$ cat src/rtl/core/wcfp_pkg.sv
// shared types, character codes and constants of the wave command frame parser
// no dependencies; imported by every module of the parser
package wcfp_pkg;

  localparam int NUM_FIELDS  = 5;
  localparam int FIELD_IDX_W = 3;
  localparam int MAG_W       = 17;
  localparam int CODE_W      = 4;
  localparam int CFG_IDX_W   = 1;

  localparam int LEVEL_CHARS_DEF = 3;
  localparam int FREQ_CHARS_DEF  = 5;

  // index value that means "past the last field"
  localparam logic [FIELD_IDX_W-1:0] FIELD_PAST = 3'd5;

  localparam logic [MAG_W-1:0] MAG_MAX = 17'h1FFFF;

  // configuration register indexes
  localparam logic [CFG_IDX_W-1:0] CFG_FIRST_CODE  = 1'b0;
  localparam logic [CFG_IDX_W-1:0] CFG_SECOND_CODE = 1'b1;

  localparam logic [CODE_W-1:0] FIRST_CODE_RST  = 4'd1;
  localparam logic [CODE_W-1:0] SECOND_CODE_RST = 4'd2;

  // character codes
  localparam logic [7:0] CH_NUL   = 8'h00;
  localparam logic [7:0] CH_TAB   = 8'h09;
  localparam logic [7:0] CH_CR    = 8'h0D;
  localparam logic [7:0] CH_SPACE = 8'h20;
  localparam logic [7:0] CH_PLUS  = 8'h2B;
  localparam logic [7:0] CH_COMMA = 8'h2C;
  localparam logic [7:0] CH_MINUS = 8'h2D;
  localparam logic [7:0] CH_ZERO  = 8'h30;
  localparam logic [7:0] CH_NINE  = 8'h39;
  localparam logic [7:0] CH_OPEN  = 8'h3C;
  localparam logic [7:0] CH_CLOSE = 8'h3E;

  typedef enum logic [1:0] {
    PH_SKIP,
    PH_SIGN,
    PH_DIGITS,
    PH_DONE
  } phase_t;

  typedef struct packed {
    phase_t            phase;
    logic              neg;
    logic [MAG_W-1:0]  mag;
  } field_parse_t;

  localparam field_parse_t FIELD_CLEAR = '{phase: PH_SKIP, neg: 1'b0, mag: '0};

endpackage

$ cat src/rtl/core/wcfp_char_feed.sv
// atoi-style update of one field's parse state by one character
// depends on wcfp_pkg
module wcfp_char_feed (
  input  logic [7:0]            ch,
  input  wcfp_pkg::field_parse_t cur,
  output wcfp_pkg::field_parse_t upd
);
  import wcfp_pkg::*;

  logic              is_digit;
  logic              is_blank;
  logic              is_sign;
  logic [3:0]        digit;
  logic [MAG_W+3:0]  prod;

  assign is_digit = (ch >= CH_ZERO) && (ch <= CH_NINE);
  assign is_blank = (ch == CH_SPACE) || ((ch >= CH_TAB) && (ch <= CH_CR));
  assign is_sign  = (ch == CH_PLUS) || (ch == CH_MINUS);
  assign digit    = 4'(ch - CH_ZERO);

  // mag * 10 + digit as shift-add
  assign prod = ({4'b0, cur.mag} << 3) + ({4'b0, cur.mag} << 1) + (MAG_W+4)'(digit);

  always_comb begin
    upd = cur;
    priority if (cur.phase == PH_DONE) begin
      upd = cur;
    end else if (is_digit) begin
      upd.mag   = (prod > (MAG_W+4)'(MAG_MAX)) ? MAG_MAX : prod[MAG_W-1:0];
      upd.phase = PH_DIGITS;
    end else if ((cur.phase == PH_SKIP) && is_blank) begin
      upd = cur;
    end else if ((cur.phase == PH_SKIP) && is_sign) begin
      upd.neg   = (ch == CH_MINUS);
      upd.phase = PH_SIGN;
    end else begin
      upd.phase = PH_DONE;
    end
  end

endmodule

$ cat src/rtl/core/wcfp_fields.sv
// field index and the five field accumulators, one shared feed unit
// depends on wcfp_pkg and wcfp_char_feed
module wcfp_fields #(
  parameter int LevelChars = wcfp_pkg::LEVEL_CHARS_DEF,
  parameter int FreqChars  = wcfp_pkg::FREQ_CHARS_DEF
) (
  input  logic                   clk,
  input  logic                   rst,
  input  logic                   step,
  input  logic [7:0]             ch,
  output wcfp_pkg::field_parse_t fields [wcfp_pkg::NUM_FIELDS]
);
  import wcfp_pkg::*;

  localparam int MaxChars = (LevelChars > FreqChars) ? LevelChars : FreqChars;
  localparam int CntW     = $clog2(MaxChars + 1);
  localparam logic [CntW-1:0] Cap [NUM_FIELDS] = '{
    CntW'(1), CntW'(1), CntW'(LevelChars), CntW'(LevelChars), CntW'(FreqChars)
  };

  logic [FIELD_IDX_W-1:0] field_index, field_index_next;
  logic [CntW-1:0]        count      [NUM_FIELDS];
  logic [CntW-1:0]        count_next [NUM_FIELDS];
  field_parse_t           parse      [NUM_FIELDS];
  field_parse_t           parse_next [NUM_FIELDS];

  field_parse_t     feed_in, feed_out;
  logic [CntW-1:0]  cnt_sel;
  logic [CntW-1:0]  cap_sel;
  logic             in_range;

  wcfp_char_feed u_feed (
    .ch  (ch),
    .cur (feed_in),
    .upd (feed_out)
  );

  // select the current field for the shared feed unit
  always_comb begin
    feed_in = parse[0];
    cnt_sel = count[0];
    cap_sel = Cap[0];
    for (int i = 0; i < NUM_FIELDS; i++) begin
      if (field_index == FIELD_IDX_W'(i)) begin
        feed_in = parse[i];
        cnt_sel = count[i];
        cap_sel = Cap[i];
      end
    end
  end

  assign in_range = field_index < FIELD_PAST;

  always_comb begin
    field_index_next = field_index;
    parse_next       = parse;
    count_next       = count;
    if (step) begin
      priority if (ch == CH_OPEN) begin
        field_index_next = '0;
      end else if (ch == CH_COMMA) begin
        if (in_range) field_index_next = field_index + 1'b1;
      end else if (ch == CH_CLOSE) begin
        for (int i = 0; i < NUM_FIELDS; i++) begin
          parse_next[i] = FIELD_CLEAR;
          count_next[i] = '0;
        end
      end else if ((ch != CH_NUL) && in_range && (cnt_sel < cap_sel)) begin
        for (int i = 0; i < NUM_FIELDS; i++) begin
          if (field_index == FIELD_IDX_W'(i)) begin
            parse_next[i] = feed_out;
            count_next[i] = cnt_sel + 1'b1;
          end
        end
      end
    end
  end

  always_ff @(posedge clk) begin
    if (rst) begin
      field_index <= '0;
      for (int i = 0; i < NUM_FIELDS; i++) begin
        parse[i] <= FIELD_CLEAR;
        count[i] <= '0;
      end
    end else begin
      field_index <= field_index_next;
      parse       <= parse_next;
      count       <= count_next;
    end
  end

  assign fields = parse;

`ifndef ASSERT_OFF
  a_index_bound: assert property (@(posedge clk) disable iff (rst)
    field_index <= FIELD_PAST)
    else $error("field index beyond the past-last marker");

  a_close_clears: assert property (@(posedge clk) disable iff (rst)
    (step && (ch == CH_CLOSE)) |=> (count[0] == '0) && (count[1] == '0) &&
      (count[2] == '0) && (count[3] == '0) && (count[4] == '0))
    else $error("fields not cleared after frame end");

  a_freq_capacity: assert property (@(posedge clk) disable iff (rst)
    (count[4] <= CntW'(FreqChars)) && (count[0] <= CntW'(1)))
    else $error("field character count above capacity");
`endif

endmodule

$ cat src/rtl/core/wave_command_frame_parser_core.sv
// top level of the wave command frame parser: input register, field parser,
// channel match and result register; depends on wcfp_pkg and wcfp_fields
//
// usage
//   input channel: rx_char with in_valid / in_stall, one character per
//   transaction. output channel: wave_* fields with out_valid / out_stall,
//   one transaction per '>' whose channel field matches a configured code
//   (first code wins when both match); other frames end silently.
//   configuration: cfg_write with cfg_index (0 first code, 1 second code)
//   and cfg_data; the user must write while the block is idle (not enforced).
//   throughput: one character per cycle unless a '>' waits on a stall. the
//   input register holds the character while the field accumulator updates,
//   one field per character through a single multiply-by-ten-and-add unit.
//   path: an accepted '>' is held in the input register, then its result
//   goes into the result register once that register is free.
//   stall: while a result waits in the result register, characters other
//   than '>' keep flowing; a '>' waits in the input register until the
//   result is taken, and in_stall is raised only while such a '>' waits.
//   reset: synchronous; field index and fields cleared, codes back to 1
//   and 2, no result pending; no clearing pass is needed
module wave_command_frame_parser_core #(
  parameter int LevelChars = wcfp_pkg::LEVEL_CHARS_DEF,
  parameter int FreqChars  = wcfp_pkg::FREQ_CHARS_DEF
) (
  input  logic                             clk,
  input  logic                             rst,
  // configuration write port
  input  logic                             cfg_write,
  input  logic [wcfp_pkg::CFG_IDX_W-1:0]   cfg_index,
  input  logic [wcfp_pkg::CODE_W-1:0]      cfg_data,
  // character input
  input  logic                             in_valid,
  output logic                             in_stall,
  input  logic [7:0]                       rx_char,
  // parsed command output
  output logic                             out_valid,
  input  logic                             out_stall,
  output logic                             wave_select,
  output logic [3:0]                       wave_type,
  output logic [7:0]                       wave_amplitude,
  output logic [7:0]                       wave_offset,
  output logic signed [17:0]               wave_frequency
);
  import wcfp_pkg::*;

  // configuration registers
  logic [CODE_W-1:0] first_code;
  logic [CODE_W-1:0] second_code;

  // input register
  logic       in_full, in_full_next;
  logic [7:0] rx_char_r;

  // processing control
  logic step;
  logic is_close;
  logic out_free;
  logic in_accept;

  field_parse_t fields [NUM_FIELDS];

  // decoded frame values
  logic [7:0]  chan_val;
  logic        hit_first;
  logic        hit_second;
  logic        emit;
  logic [3:0]  type_val;
  logic [7:0]  amp_val;
  logic [7:0]  off_val;
  logic [17:0] freq_val;
  logic        out_valid_next;

  always_ff @(posedge clk) begin
    if (rst) begin
      first_code  <= FIRST_CODE_RST;
      second_code <= SECOND_CODE_RST;
    end else if (cfg_write) begin
      unique case (cfg_index)
        CFG_FIRST_CODE:  first_code  <= cfg_data;
        CFG_SECOND_CODE: second_code <= cfg_data;
        default: ;
      endcase
    end
  end

  // a '>' needs room in the result register, every other character moves on
  assign is_close  = (rx_char_r == CH_CLOSE);
  assign out_free  = !out_valid || !out_stall;
  assign step      = in_full && (!is_close || out_free);
  assign in_stall  = in_full && !step;
  assign in_accept = in_valid && !in_stall;

  assign in_full_next = in_accept ? 1'b1 : (step ? 1'b0 : in_full);

  always_ff @(posedge clk) begin
    if (rst) begin
      in_full <= 1'b0;
    end else begin
      in_full <= in_full_next;
    end
  end

  always_ff @(posedge clk) begin
    if (in_accept) begin
      rx_char_r <= rx_char;
    end
  end

  wcfp_fields #(
    .LevelChars (LevelChars),
    .FreqChars  (FreqChars)
  ) u_fields (
    .clk    (clk),
    .rst    (rst),
    .step   (step),
    .ch     (rx_char_r),
    .fields (fields)
  );

  // low bits of the two's complement field values
  assign chan_val = fields[0].neg ? 8'(8'd0 - fields[0].mag[7:0]) : fields[0].mag[7:0];
  assign type_val = fields[1].neg ? 4'(4'd0 - fields[1].mag[3:0]) : fields[1].mag[3:0];
  assign amp_val  = fields[2].neg ? 8'(8'd0 - fields[2].mag[7:0]) : fields[2].mag[7:0];
  assign off_val  = fields[3].neg ? 8'(8'd0 - fields[3].mag[7:0]) : fields[3].mag[7:0];
  assign freq_val = fields[4].neg ? 18'(18'd0 - {1'b0, fields[4].mag})
                                  : {1'b0, fields[4].mag};

  // channel match, first code has priority
  assign hit_first  = (chan_val == {4'b0, first_code});
  assign hit_second = (chan_val == {4'b0, second_code});
  assign emit       = step && is_close && (hit_first || hit_second);

  assign out_valid_next = emit ? 1'b1 : (out_stall ? out_valid : 1'b0);

  always_ff @(posedge clk) begin
    if (rst) begin
      out_valid <= 1'b0;
    end else begin
      out_valid <= out_valid_next;
    end
  end

  always_ff @(posedge clk) begin
    if (emit) begin
      wave_select    <= !hit_first;
      wave_type      <= type_val;
      wave_amplitude <= amp_val;
      wave_offset    <= off_val;
      wave_frequency <= signed'(freq_val);
    end
  end

`ifndef ASSERT_OFF
  a_result_from_close: assert property (@(posedge clk) disable iff (rst)
    (out_valid && !$past(out_valid)) |-> $past(in_full && (rx_char_r == CH_CLOSE)))
    else $error("result appeared without a frame end");

  a_stall_only_full: assert property (@(posedge clk) disable iff (rst)
    in_stall |-> (in_full && is_close && out_valid && out_stall))
    else $error("input stalled without a blocked frame end");

  a_no_close_when_blocked: assert property (@(posedge clk) disable iff (rst)
    (step && out_valid && out_stall) |-> !is_close)
    else $error("frame end processed while result register blocked");
`endif

endmodule
$ cat config.mk
export PLATFORM = sky130hd
export DESIGN_NAME = wave_command_frame_parser_core
export DESIGN_NICKNAME = d
export VERILOG_FILES = /design/src/rtl/core/wcfp_pkg.sv /design/src/rtl/core/wcfp_char_feed.sv /design/src/rtl/core/wcfp_fields.sv /design/src/rtl/core/wave_command_frame_parser_core.sv
export SDC_FILE = /design/constraint.sdc
export NUM_CORES = 1
export LEC_CHECK = 0
export CAP_MARGIN = 30
export CORE_UTILIZATION = 59
export CTS_CLUSTER_SIZE = 8
export DETAILED_ROUTE_END_ITERATION = 12
export DONT_BUFFER_PORTS = 1
export GPL_TIMING_DRIVEN = 0
export HOLD_SLACK_MARGIN = 0.06
export PLACE_DENSITY = 0.77
export SLEW_MARGIN = 10
export SYNTH_ARGS = -nofsm -noshare
export SYNTH_HDL_FRONTEND = slang
export SYNTH_SLANG_ARGS = --single-unit
$ cat constraint.sdc
create_clock -name clk -period 7.25 [get_ports clk]
set_input_delay 0.3625 -clock clk [delete_from_list [all_inputs] [get_ports clk]]
set_output_delay 0.3625 -clock clk [all_outputs]
set_load 0.01 [all_outputs]
==> results of run 1 <==
[routing by layer]
layer  vias up  share of wire  global-route usage
met5         -              0                   0
met4         0          0.034               0.136
met3        53          0.063              0.0369
met2       289           0.46               0.472
met1      3664           0.44               0.396
li1       3664              -                   -
[cells in the mapped netlist (6+ instances only)]
cell	count	area, µm²
a311oi_1	19	166
nor2b_1	9	56.3
nand3_1	9	45.0
a21o_1	17	128
buf_2	16	80.1
dfxtp_1	128	2560
xor2_1	14	123
a21oi_1	85	425
o31ai_1	12	90.1
o21ai_0	59	295
edfxtp_1	47	1410
or3_1	7	43.8
clkbuf_1	27	101
xnor2_1	41	359
nor3b_1	6	45.0
buf_6	9	101
nand4_1	6	37.5
nor3_1	7	35.0
nand2_1	154	578
a22o_1	70	613
a21oi_2	8	70.1
nand2b_1	17	106
nor2_1	61	229
mux2i_1	15	150
ha_1	45	563
inv_1	32	120
[registers in the layout, indices dropped and copies added, names as in the netlist]
register              count
second_code               4
wave_type                 4
out_valid                 1
u_fields.count           15
wave_select               1
u_fields.fields         100
in_full                   1
first_code                4
wave_amplitude            8
u_fields.field_index      3
wave_offset               8
rx_char_r                 8
wave_frequency           18
[logic make-up (layout without fill, tap and decap cells)]
family,count (synthesis),after routing,synth area share
AOI/OAI and AO/OA,319,319,0.244
and+or+nand+nor,299,299,0.145
buffers and inverters,92,132,0.0487
adders and majority gates,47,47,0.0651
DFF,175,175,0.429
muxes,15,15,0.0162
xor gates and xnor gates,55,55,0.0520
[through the flow]
step                      cells  cell area (µm²)  utilization  hold WS, ps  total power [mW]
after floorplan            1002             9270            -          424              1.11
after global placement     1213             9530        0.625          434              1.13
after CTS                  1253            10200        0.669         64.0              2.03
after global routing       1253            10200        0.669         70.5              2.08
final                      1253            10200        0.669         61.5              2.03
after detailed placement   1213             9530        0.625          443              1.14
[critical path, delay by kind of cell (launching register included)]
kind	cells	cell delay, ps
AO/OA/AOI/OAI	9	2940
buffers and inverters	5	1520
adder cells (fa/ha/maj)	3	960
flip-flops	1	360
XOR/XNOR	1	190
[where the power goes]
part           switching [mW]  total [mW]  internal (mW)
clock network           0.374       0.908          0.534
registers             0.00764        1.02           1.01
logic                  0.0672       0.104         0.0369
[cell type report]
class	count	area, µm²	share of cell area
buffer	60	332	0.0325
clock buffer	25	518	0.0508
clock inverter	7	72.6	0.00711
inverter	32	120	0.0118
multi-input combinational	735	4840	0.475
sequential	175	3970	0.389
tap	211	264	0.0259
timing repair buffer	8	80.1	0.00785
[worst max path at each step]
stage                            start                  end  slack [ps]  depth (start not counted)
2_1_floorplan  u_fields.field_index[0]   u_fields.fields[7]        2770                         18
3_3_place_gp   u_fields.field_index[0]  u_fields.fields[23]        1480                         17
3_5_place_dp   u_fields.field_index[0]  u_fields.fields[63]        1410                         17
4_1_cts        u_fields.field_index[1]  u_fields.fields[43]        1390                         18
5_1_grt        u_fields.field_index[2]  u_fields.fields[20]        1000                         18
6_report       u_fields.field_index[2]  u_fields.fields[60]        1220                         18
==> reports/metrics.csv, run 1 <==
metric,value,unit
CTS tree,yes,
"Reg clk slew, reported paths",60,ps
Max clock buf depth,2,
beginning of the worst hold path,cfg_data[0],
syn_nets,1067,
setup ws final,1220,ps
antenna cells,0,
R2R Path End,u_fields.fields[60],
Netlist cell types,68,
status,finished clean,
detailed placement HPWL,17000,µm
fraction of the yosys area taken by sequential cells,0.429,
"commonest cells after routing, fill and taps aside","154 x nand2_1, 128 x dfxtp_1, 85 x a21oi_1, 70 x a22o_1, 61 x nor2_1",
slew at the pin closest to its max-slew limit,1050,ps
R2R setup slack,1220,ps
global-route wire length before repair,37000,µm
vias in the first global route,7137,
core footprint,15300,µm²
post_cts resized,0,
Setup CP Type,register to register,
Clock Skew,8.04,ps
Num CTS Buffers,17,
CP max FO,10,
final setup vio count,0,
share of cells above drive strength 1,0.0797,
"FFs w/ async S/R, synth",0,
H-tree Lvls,4,
Worst path max stage delay,850,ps
"Top FF cell, synth",dfxtp_1,
Arrival @ worst endpoint,6410,ps
Peak VDD IR,0.156,mV
Slew HR,0.298,
PwrDens,199,nW/µm²
most frequent cell on the critical path,ha_1,
Min-Delay Path Depth,2,
number of remaining DRC errors,0,
clock latency on the worst-skew pair,440,ps
post-route ant nets,0,
"commonest non-fill, non-tap cell in the layout",nand2_1,
#FFs+latches synth,175,
"Hold Vio Cnt, Final",0,
grt ovf,0,
synthesis-to-finish area growth,10.1,%
Syn Std Cell Area,9270,µm²
Setup crit end kind,register,
antenna violations before repair,0,
Worst Path Required,7630,ps
Starting Density,0.607,
worst r2r src,u_fields.field_index[2],
crit path launch type,register,
synth warn,0,
gp weighted congestion,0.880,
setup TNS,0,ps
crit path cell chain,buf_2 > inv_1 > ha_1 > clkbuf_1 > clkbuf_1 > buf_1 > a21oi_1 > o21ai_0 > ha_1 > ha_1 > o211a_1 > a211oi_2 > o22ai_1 > a41oi_2 > xnor2_1 > a211oi_4 > a21oi_1 > a22o_1,
vias per cell,6.12,
DP Worst Slack,1410,ps
min Tclk post-route,6030,ps
Post-CTS Setup Bufs,0,
number of port buffers,0,
clk root buf,clkbuf_16,
WL final,23000,µm
CP max stage cell,a21oi_1,
Syn Area/Cell,9.25,µm²
Die Ht,127,µm
Die Footprint,16200,µm²
# fillers,1224,
DR vias,7670,
period utilization,0.832,
Syn Inst Count,1002,
IO Pins,59,
Max Transition Viols Final,0,
Reg2Reg Depth,18,
Nets,1094,
1st-pass router iterations,5,
clock sink total,175,
worst min-delay path endpoint,first_code[0],
initial DRC count,660,
# hold bufs at CTS,8,
Leakage,3.96,nW
die width,127,µm
RSZ-0062 raised after global routing,no,
Hold Path Class,input port to register,
floorplan row count,45,
largest net degree at the start of global routing,40,
Post-synth EDFFs,47,
DR WL/cell,18.4,µm
f_max,166,MHz
gr usage total,0.294,
Max Cap Viol,0,
(Power assumes the default switching activity.)
==> run 2: changes to the inputs <==
--- a/config.mk
+++ b/config.mk
@@ -6,13 +6,13 @@
 export NUM_CORES = 1
 export LEC_CHECK = 0
 export CAP_MARGIN = 30
-export CORE_UTILIZATION = 59
+export CORE_UTILIZATION = 58
 export CTS_CLUSTER_SIZE = 8
 export DETAILED_ROUTE_END_ITERATION = 12
 export DONT_BUFFER_PORTS = 1
 export GPL_TIMING_DRIVEN = 0
 export HOLD_SLACK_MARGIN = 0.06
-export PLACE_DENSITY = 0.77
+export PLACE_DENSITY = 0.78
 export SLEW_MARGIN = 10
 export SYNTH_ARGS = -nofsm -noshare
 export SYNTH_HDL_FRONTEND = slang
==> constraint.sdc (replaced) <==
create_clock -name clk -period 5.5 [get_ports clk]
set_input_delay 0.275 -clock clk [delete_from_list [all_inputs] [get_ports clk]]
set_output_delay 0.275 -clock clk [all_outputs]
set_load 0.01 [all_outputs]
==> run 2 against run 1 <==
Effect of this change: largest cell class unchanged; combinational power is 42% higher; highest routed layer unchanged; largest power group unchanged; routed wire length grew 1.0%; cell count increased by 0.96%.
==> reports/metrics.csv, run 2 (synthesized netlist as in run 1, its figures left out) <==
metric,value,unit,change
post-route ant nets,0,,unchanged
Die Footprint,16500,µm²,+1.7%
post-route insts no fill,1265,,+0.96%
Setup crit end kind,register,,
period utilization,0.969,,+0.138
final setup vio count,0,,unchanged
Nets,1106,,+1.1%
Slew HR,0.497,,+0.199
min Tclk post-route,5330,ps,-699 ps
Leakage,4.03,nW,+1.8%
Worst Path Required,5870,ps,-1760 ps
Placed Area,9530,µm²,unchanged
share of cells above drive strength 1,0.101,,+0.0209
Max clock buf depth,2,,unchanged
max reg flops,100,,unchanged
number of port buffers,0,,unchanged
crit path launch type,register,,
f_max,188,MHz,+13%
Die Ht,128,µm,+0.84%
vias in the first global route,7257,,+1.7%
vias per cell,6.16,,+0.58%
"commonest cells after routing, fill and taps aside","154 x nand2_1, 128 x dfxtp_1, 77 x a21oi_1, 70 x a22o_1, 61 x nor2_1",,
largest net degree at the start of global routing,40,,unchanged
die width,128,µm,+0.84%
H-tree Lvls,4,,unchanged
status,finished clean,,
"Reg clk slew, reported paths",60,ps,about the same
synthesis-to-finish area growth,12.0,%,
clock latency on the worst-skew pair,430,ps,about the same
detailed placement HPWL,16900,µm,-0.24%
"commonest non-fill, non-tap cell in the layout",nand2_1,,
DR vias,7788,,+1.5%
"Hold Vio Cnt, Final",0,,unchanged
clock sink total,175,,unchanged
1st-pass router iterations,5,,unchanged
Starting Density,0.603,,-0.00445
number of remaining DRC errors,0,,unchanged
cell area after layout,10400,µm²,+1.8%
global-route wire length before repair,37700,µm,+2.1%
final total power,2.63,mW,+30%
Setup CP Type,register to register,,
Hold Path Class,input port to register,,
grt ovf,0,,unchanged
Max Cap Viol,0,,unchanged
setup TNS,0,ps,unchanged
initial DRC count,690,,+4.5%
DR WL/cell,18.4,µm,about the same
floorplan row count,45,,unchanged
Arrival @ worst endpoint,5700,ps,-710 ps
core footprint,15400,µm²,+0.74%
gr usage total,0.295,,+0.00135
Num CTS Buffers,17,,unchanged
Max Transition Viols Final,0,,unchanged
RSZ-0062 raised after global routing,yes,,
PwrDens,253,nW/µm²,+27%
WL final,23200,µm,+1.0%
Clock Skew,7.84,ps,-0.201 ps
Placed Instances,1213,,unchanged
antenna cells,0,,unchanged
CTS tree,yes,,
clk root buf,clkbuf_16,,
CP max FO,10,,unchanged
slew at the pin closest to its max-slew limit,755,ps,-299 ps
antenna violations before repair,0,,unchanged
Peak VDD IR,0.219,mV,+40%
IO Pins,59,,unchanged
gp weighted congestion,0.885,,+0.64%
run 2: changes by cell type in the layout (fill, tap and decap cells not counted), sizes merged:
cell and delta:
dlygate4sd3 +10, clkinvlp -1, inv +1, clkinv +5
clkbuf -3
run 2: path summary, 6_finish.rpt:
path | cells past startpoint | startpoint | slack [ps] | to
max | 21 | u_fields.field_index[0] | 170 | u_fields.fields[23]
min | 2 | cfg_data[1] | 110 | second_code[1]
max reg2reg | 21 | u_fields.field_index[0] | 170 | u_fields.fields[23]
min reg2reg | 2 | u_fields.count[8] | 450 | u_fields.count[8]
run 2: per-stage QoR:
step	hold slack (ps)	utilization	worst slack [ps]
finish	113	0.676	168
global route	116	0.676	-29.4
CTS	119	0.671	8.57
detailed placement	374	0.620	-295
global placement	374	0.620	-209
floorplan	374	-	1020
run 2: per-layer routing:
layer  GRT usage  share of wire
met1       0.395           0.44
met5           0              0
met3      0.0457          0.070
met4       0.113          0.033
met2       0.481           0.46
run 2: final cells by class:
cell class,count,area (µm²)
repair buffers,20,195
flip-flops and latches,175,3970
clock buffers,20,447
fillers,1183,4990
plain buffers,60,344
well taps,211,264
clock inverters,12,111
multi-input cells,735,4930
inverters,32,120
run 2: timing repair:
item                                    CTS  global route
pin swaps                                 1             1
endpoints found under the setup margin   85            85
hold endpoints to repair                 17             0
cloned                                    0             0
setup buffers                             2             0
resized for setup                        11            23
hold buffers                             18             0
run 2: worst max-delay path, cell delays in order, from the launching register on:
cell	delay, ps
dfxtp_1	410
inv_1	90
ha_1	210
buf_4	170
nand2b_1	80
buf_2	200
clkbuf_4	250
nor2_1	80
a311oi_2	390
o22ai_2	200
fa_1	600
inv_1	60
ha_1	300
a211o_1	300
a211oi_2	320
o22ai_1	210
a41oi_2	250
xnor2_1	190
a211oi_4	50
buf_4	180
a21oi_2	470
a22o_1	240
run 2: report_power, final:
part	internal, mW	switching [mW]	total (mW)
registers	1.33	0.0101	1.34
logic	0.0547	0.0930	0.148
clock network	0.639	0.502	1.14
==> run 3: changes to the inputs <==
--- a/config.mk
+++ b/config.mk
@@ -6,13 +6,16 @@
 export NUM_CORES = 1
 export LEC_CHECK = 0
 export CAP_MARGIN = 30
-export CORE_UTILIZATION = 58
+export CELL_PAD_IN_SITES_DETAIL_PLACEMENT = 1
+export CELL_PAD_IN_SITES_GLOBAL_PLACEMENT = 1
+export CORE_UTILIZATION = 45
 export CTS_CLUSTER_SIZE = 8
 export DETAILED_ROUTE_END_ITERATION = 12
 export DONT_BUFFER_PORTS = 1
 export GPL_TIMING_DRIVEN = 0
 export HOLD_SLACK_MARGIN = 0.06
 export PLACE_DENSITY = 0.78
+export SETUP_SLACK_MARGIN = 0.1
 export SLEW_MARGIN = 10
 export SYNTH_ARGS = -nofsm -noshare
 export SYNTH_HDL_FRONTEND = slang
==> run 3 against run 2 <==
Effect of this change: non-clock buffer count unchanged; flip-flop and latch count unchanged; maximum frequency increased by 1.7%; highest routed layer is now met5.
==> reports/metrics.csv, run 3 (synthesized netlist as in run 1, its figures left out) <==
metric,value,unit,change
period utilization,0.953,,-0.0162
CTS tree,yes,,
Die Footprint,21200,µm²,+28%
share of cells above drive strength 1,0.116,,+0.0152
R2R setup slack,260,ps,+90 ps
Hold Path Class,input port to register,,
max reg flops,100,,unchanged
number of port buffers,0,,unchanged
IO Pins,59,,unchanged
floorplan row count,52,,+16%
1st-pass router iterations,5,,unchanged
Worst Path Required,5890,ps,+20 ps
vias in the first global route,8142,,+12%
Setup crit end kind,register,,
grt ovf,0,,unchanged
most frequent cell on the critical path,ha_1,,
Worst path max stage delay,470,ps,-130 ps
Placed Instances,1272,,+4.9%
gr usage total,0.274,,-0.0210
clock latency on the worst-skew pair,440,ps,about the same
post-route ant nets,0,,unchanged
DR vias,7893,,+1.3%
Setup CP Type,register to register,,
final setup vio count,0,,unchanged
WL final,28600,µm,+23%
"commonest cells after routing, fill and taps aside","154 x nand2_1, 126 x dfxtp_1, 77 x a21oi_1, 70 x a22o_1, 61 x nor2_1",,
"Hold Vio Cnt, Final",0,,unchanged
"commonest non-fill, non-tap cell in the layout",nand2_1,,
largest net degree at the start of global routing,40,,unchanged
DR WL/cell,21.6,µm,+17%
Peak VDD IR,0.218,mV,-0.39%
CP max FO,10,,unchanged
gp weighted congestion,0.856,,-3.3%
CP max stage cell,a311oi_1,,
Leakage,4.09,nW,+1.5%
Clock Skew,16.2,ps,+8.40 ps
Max Transition Viols Final,0,,unchanged
antenna cells,0,,unchanged
RSZ-0062 raised after global routing,no,,
Die Ht,146,µm,+13%
Slew HR,0.464,,-0.0326
setup TNS,0,ps,unchanged
min Tclk post-route,5240,ps,-88.9 ps
crit path cell chain,clkbuf_4 > inv_1 > ha_1 > buf_2 > clkbuf_2 > a311oi_1 > a21oi_1 > o21ai_1 > ha_1 > ha_1 > o211a_1 > a211oi_4 > o22ai_2 > a41oi_2 > xnor2_1 > a211oi_4 > buf_4 > a21oi_2 > a22o_1,,
initial DRC count,492,,-29%
vias per cell,5.96,,-3.2%
Num CTS Buffers,17,,unchanged
Max Cap Viol,0,,unchanged
Starting Density,0.458,,-0.145
detailed placement HPWL,20200,µm,+20%
Arrival @ worst endpoint,5630,ps,-70 ps
"Reg clk slew, reported paths",80,ps,+20 ps
slew at the pin closest to its max-slew limit,803,ps,+48.9 ps
f_max,191,MHz,+1.7%
antenna violations before repair,1,,+1
core footprint,20200,µm²,+32%
Nets,1106,,unchanged
die width,146,µm,+13%
number of remaining DRC errors,0,,unchanged
status,finished clean,,
global-route wire length before repair,45200,µm,+20%
final core utilization,0.527,,-0.148
clock sink total,175,,unchanged
H-tree Lvls,4,,unchanged
clk root buf,clkbuf_16,,
PwrDens,254,nW/µm²,+0.56%
crit path launch type,register,,
synthesis-to-finish area growth,15.1,%,
post-route insts no fill,1324,,+4.7%
Max clock buf depth,2,,unchanged
==> run 3: changes by cell type in the layout (fill, tap and decap cells not counted), moves of 3 or more <==
cell      before  now
o21ai_1        6   11
a21o_4         0    3
o21ai_0       54   49
clkinv_8       0    4
a21oi_4        4   12
inv_8          1    4
a21o_1        17   14
clkbuf_4       2    6
clkbuf_1      23   20
a311oi_1      17   14
a21oi_2       13    5
==> run 3: final timing paths <==
kind | start | cells after the start | endpoint
setup / recovery | u_fields.field_index[2] | 19 | u_fields.fields[24]
hold / removal | cfg_data[1] | 2 | second_code[1]
setup reg to reg | u_fields.field_index[2] | 19 | u_fields.fields[24]
hold reg to reg | u_fields.fields[79] | 2 | u_fields.fields[79]
==> run 3: report_power, final <==
| group | switching (mW) | internal (mW) |
|---|---|---|
| registers | 0.0110 | 1.33 |
| clock network | 0.606 | 0.611 |
| logic | 0.102 | 0.0567 |
| total | 0.719 | 2.00 |
==> run 3: timing repair <==
action                     in CTS  in global routing
hold buffers                   18                  0
resized for setup              32                 39
hold endpoints to repair       17                  0
pin swaps                       2                  1
setup endpoints to repair      85                 85
buffers inserted                2                  0
==> run 3: cell type report <==
type,instances,area (µm²)
Multi-Input combinational cell,735,5080
Buffer,60,365
Clock buffer,17,425
Fill cell,2269,9570
Sequential cell,175,3980
Inverter,32,120
Timing Repair Buffer,20,195
Tap cell,270,338
Clock inverter,15,166
==> run 3: per-layer routing <==
layer	wire length, µm	vias up	global-route usage	share of wire
met4	699	2	0.0968	0.024
met2	14100	222	0.476	0.49
li1	-	3704	-	-
met5	13	-	0	0.00045
met3	1190	42	0.0420	0.042
met1	12600	3923	0.345	0.44
==> run 3: worst max-delay path, delay by kind of cell (launching register included) <==
family	cells	cell delay [ps]
xor gates and xnor gates	1	210
adders and majority gates	3	940
buffers and inverters	5	960
AOI/OAI and AO/OA	10	2700
DFF	1	380
==> run 3: per-stage QoR <==
stage          instance area (µm²)  hold slack (ps)  setup WS, ps  power [mW]
3_3_place_gp                  9610              374          -410        1.50
3_5_place_dp                  9610              374          -541        1.50
4_1_cts                      10500             70.7           103        2.71
2_1_floorplan                 9270              374          1020        1.46
5_1_grt                      10700             80.5           109        2.78
6_report                     10700             74.4           257        2.71
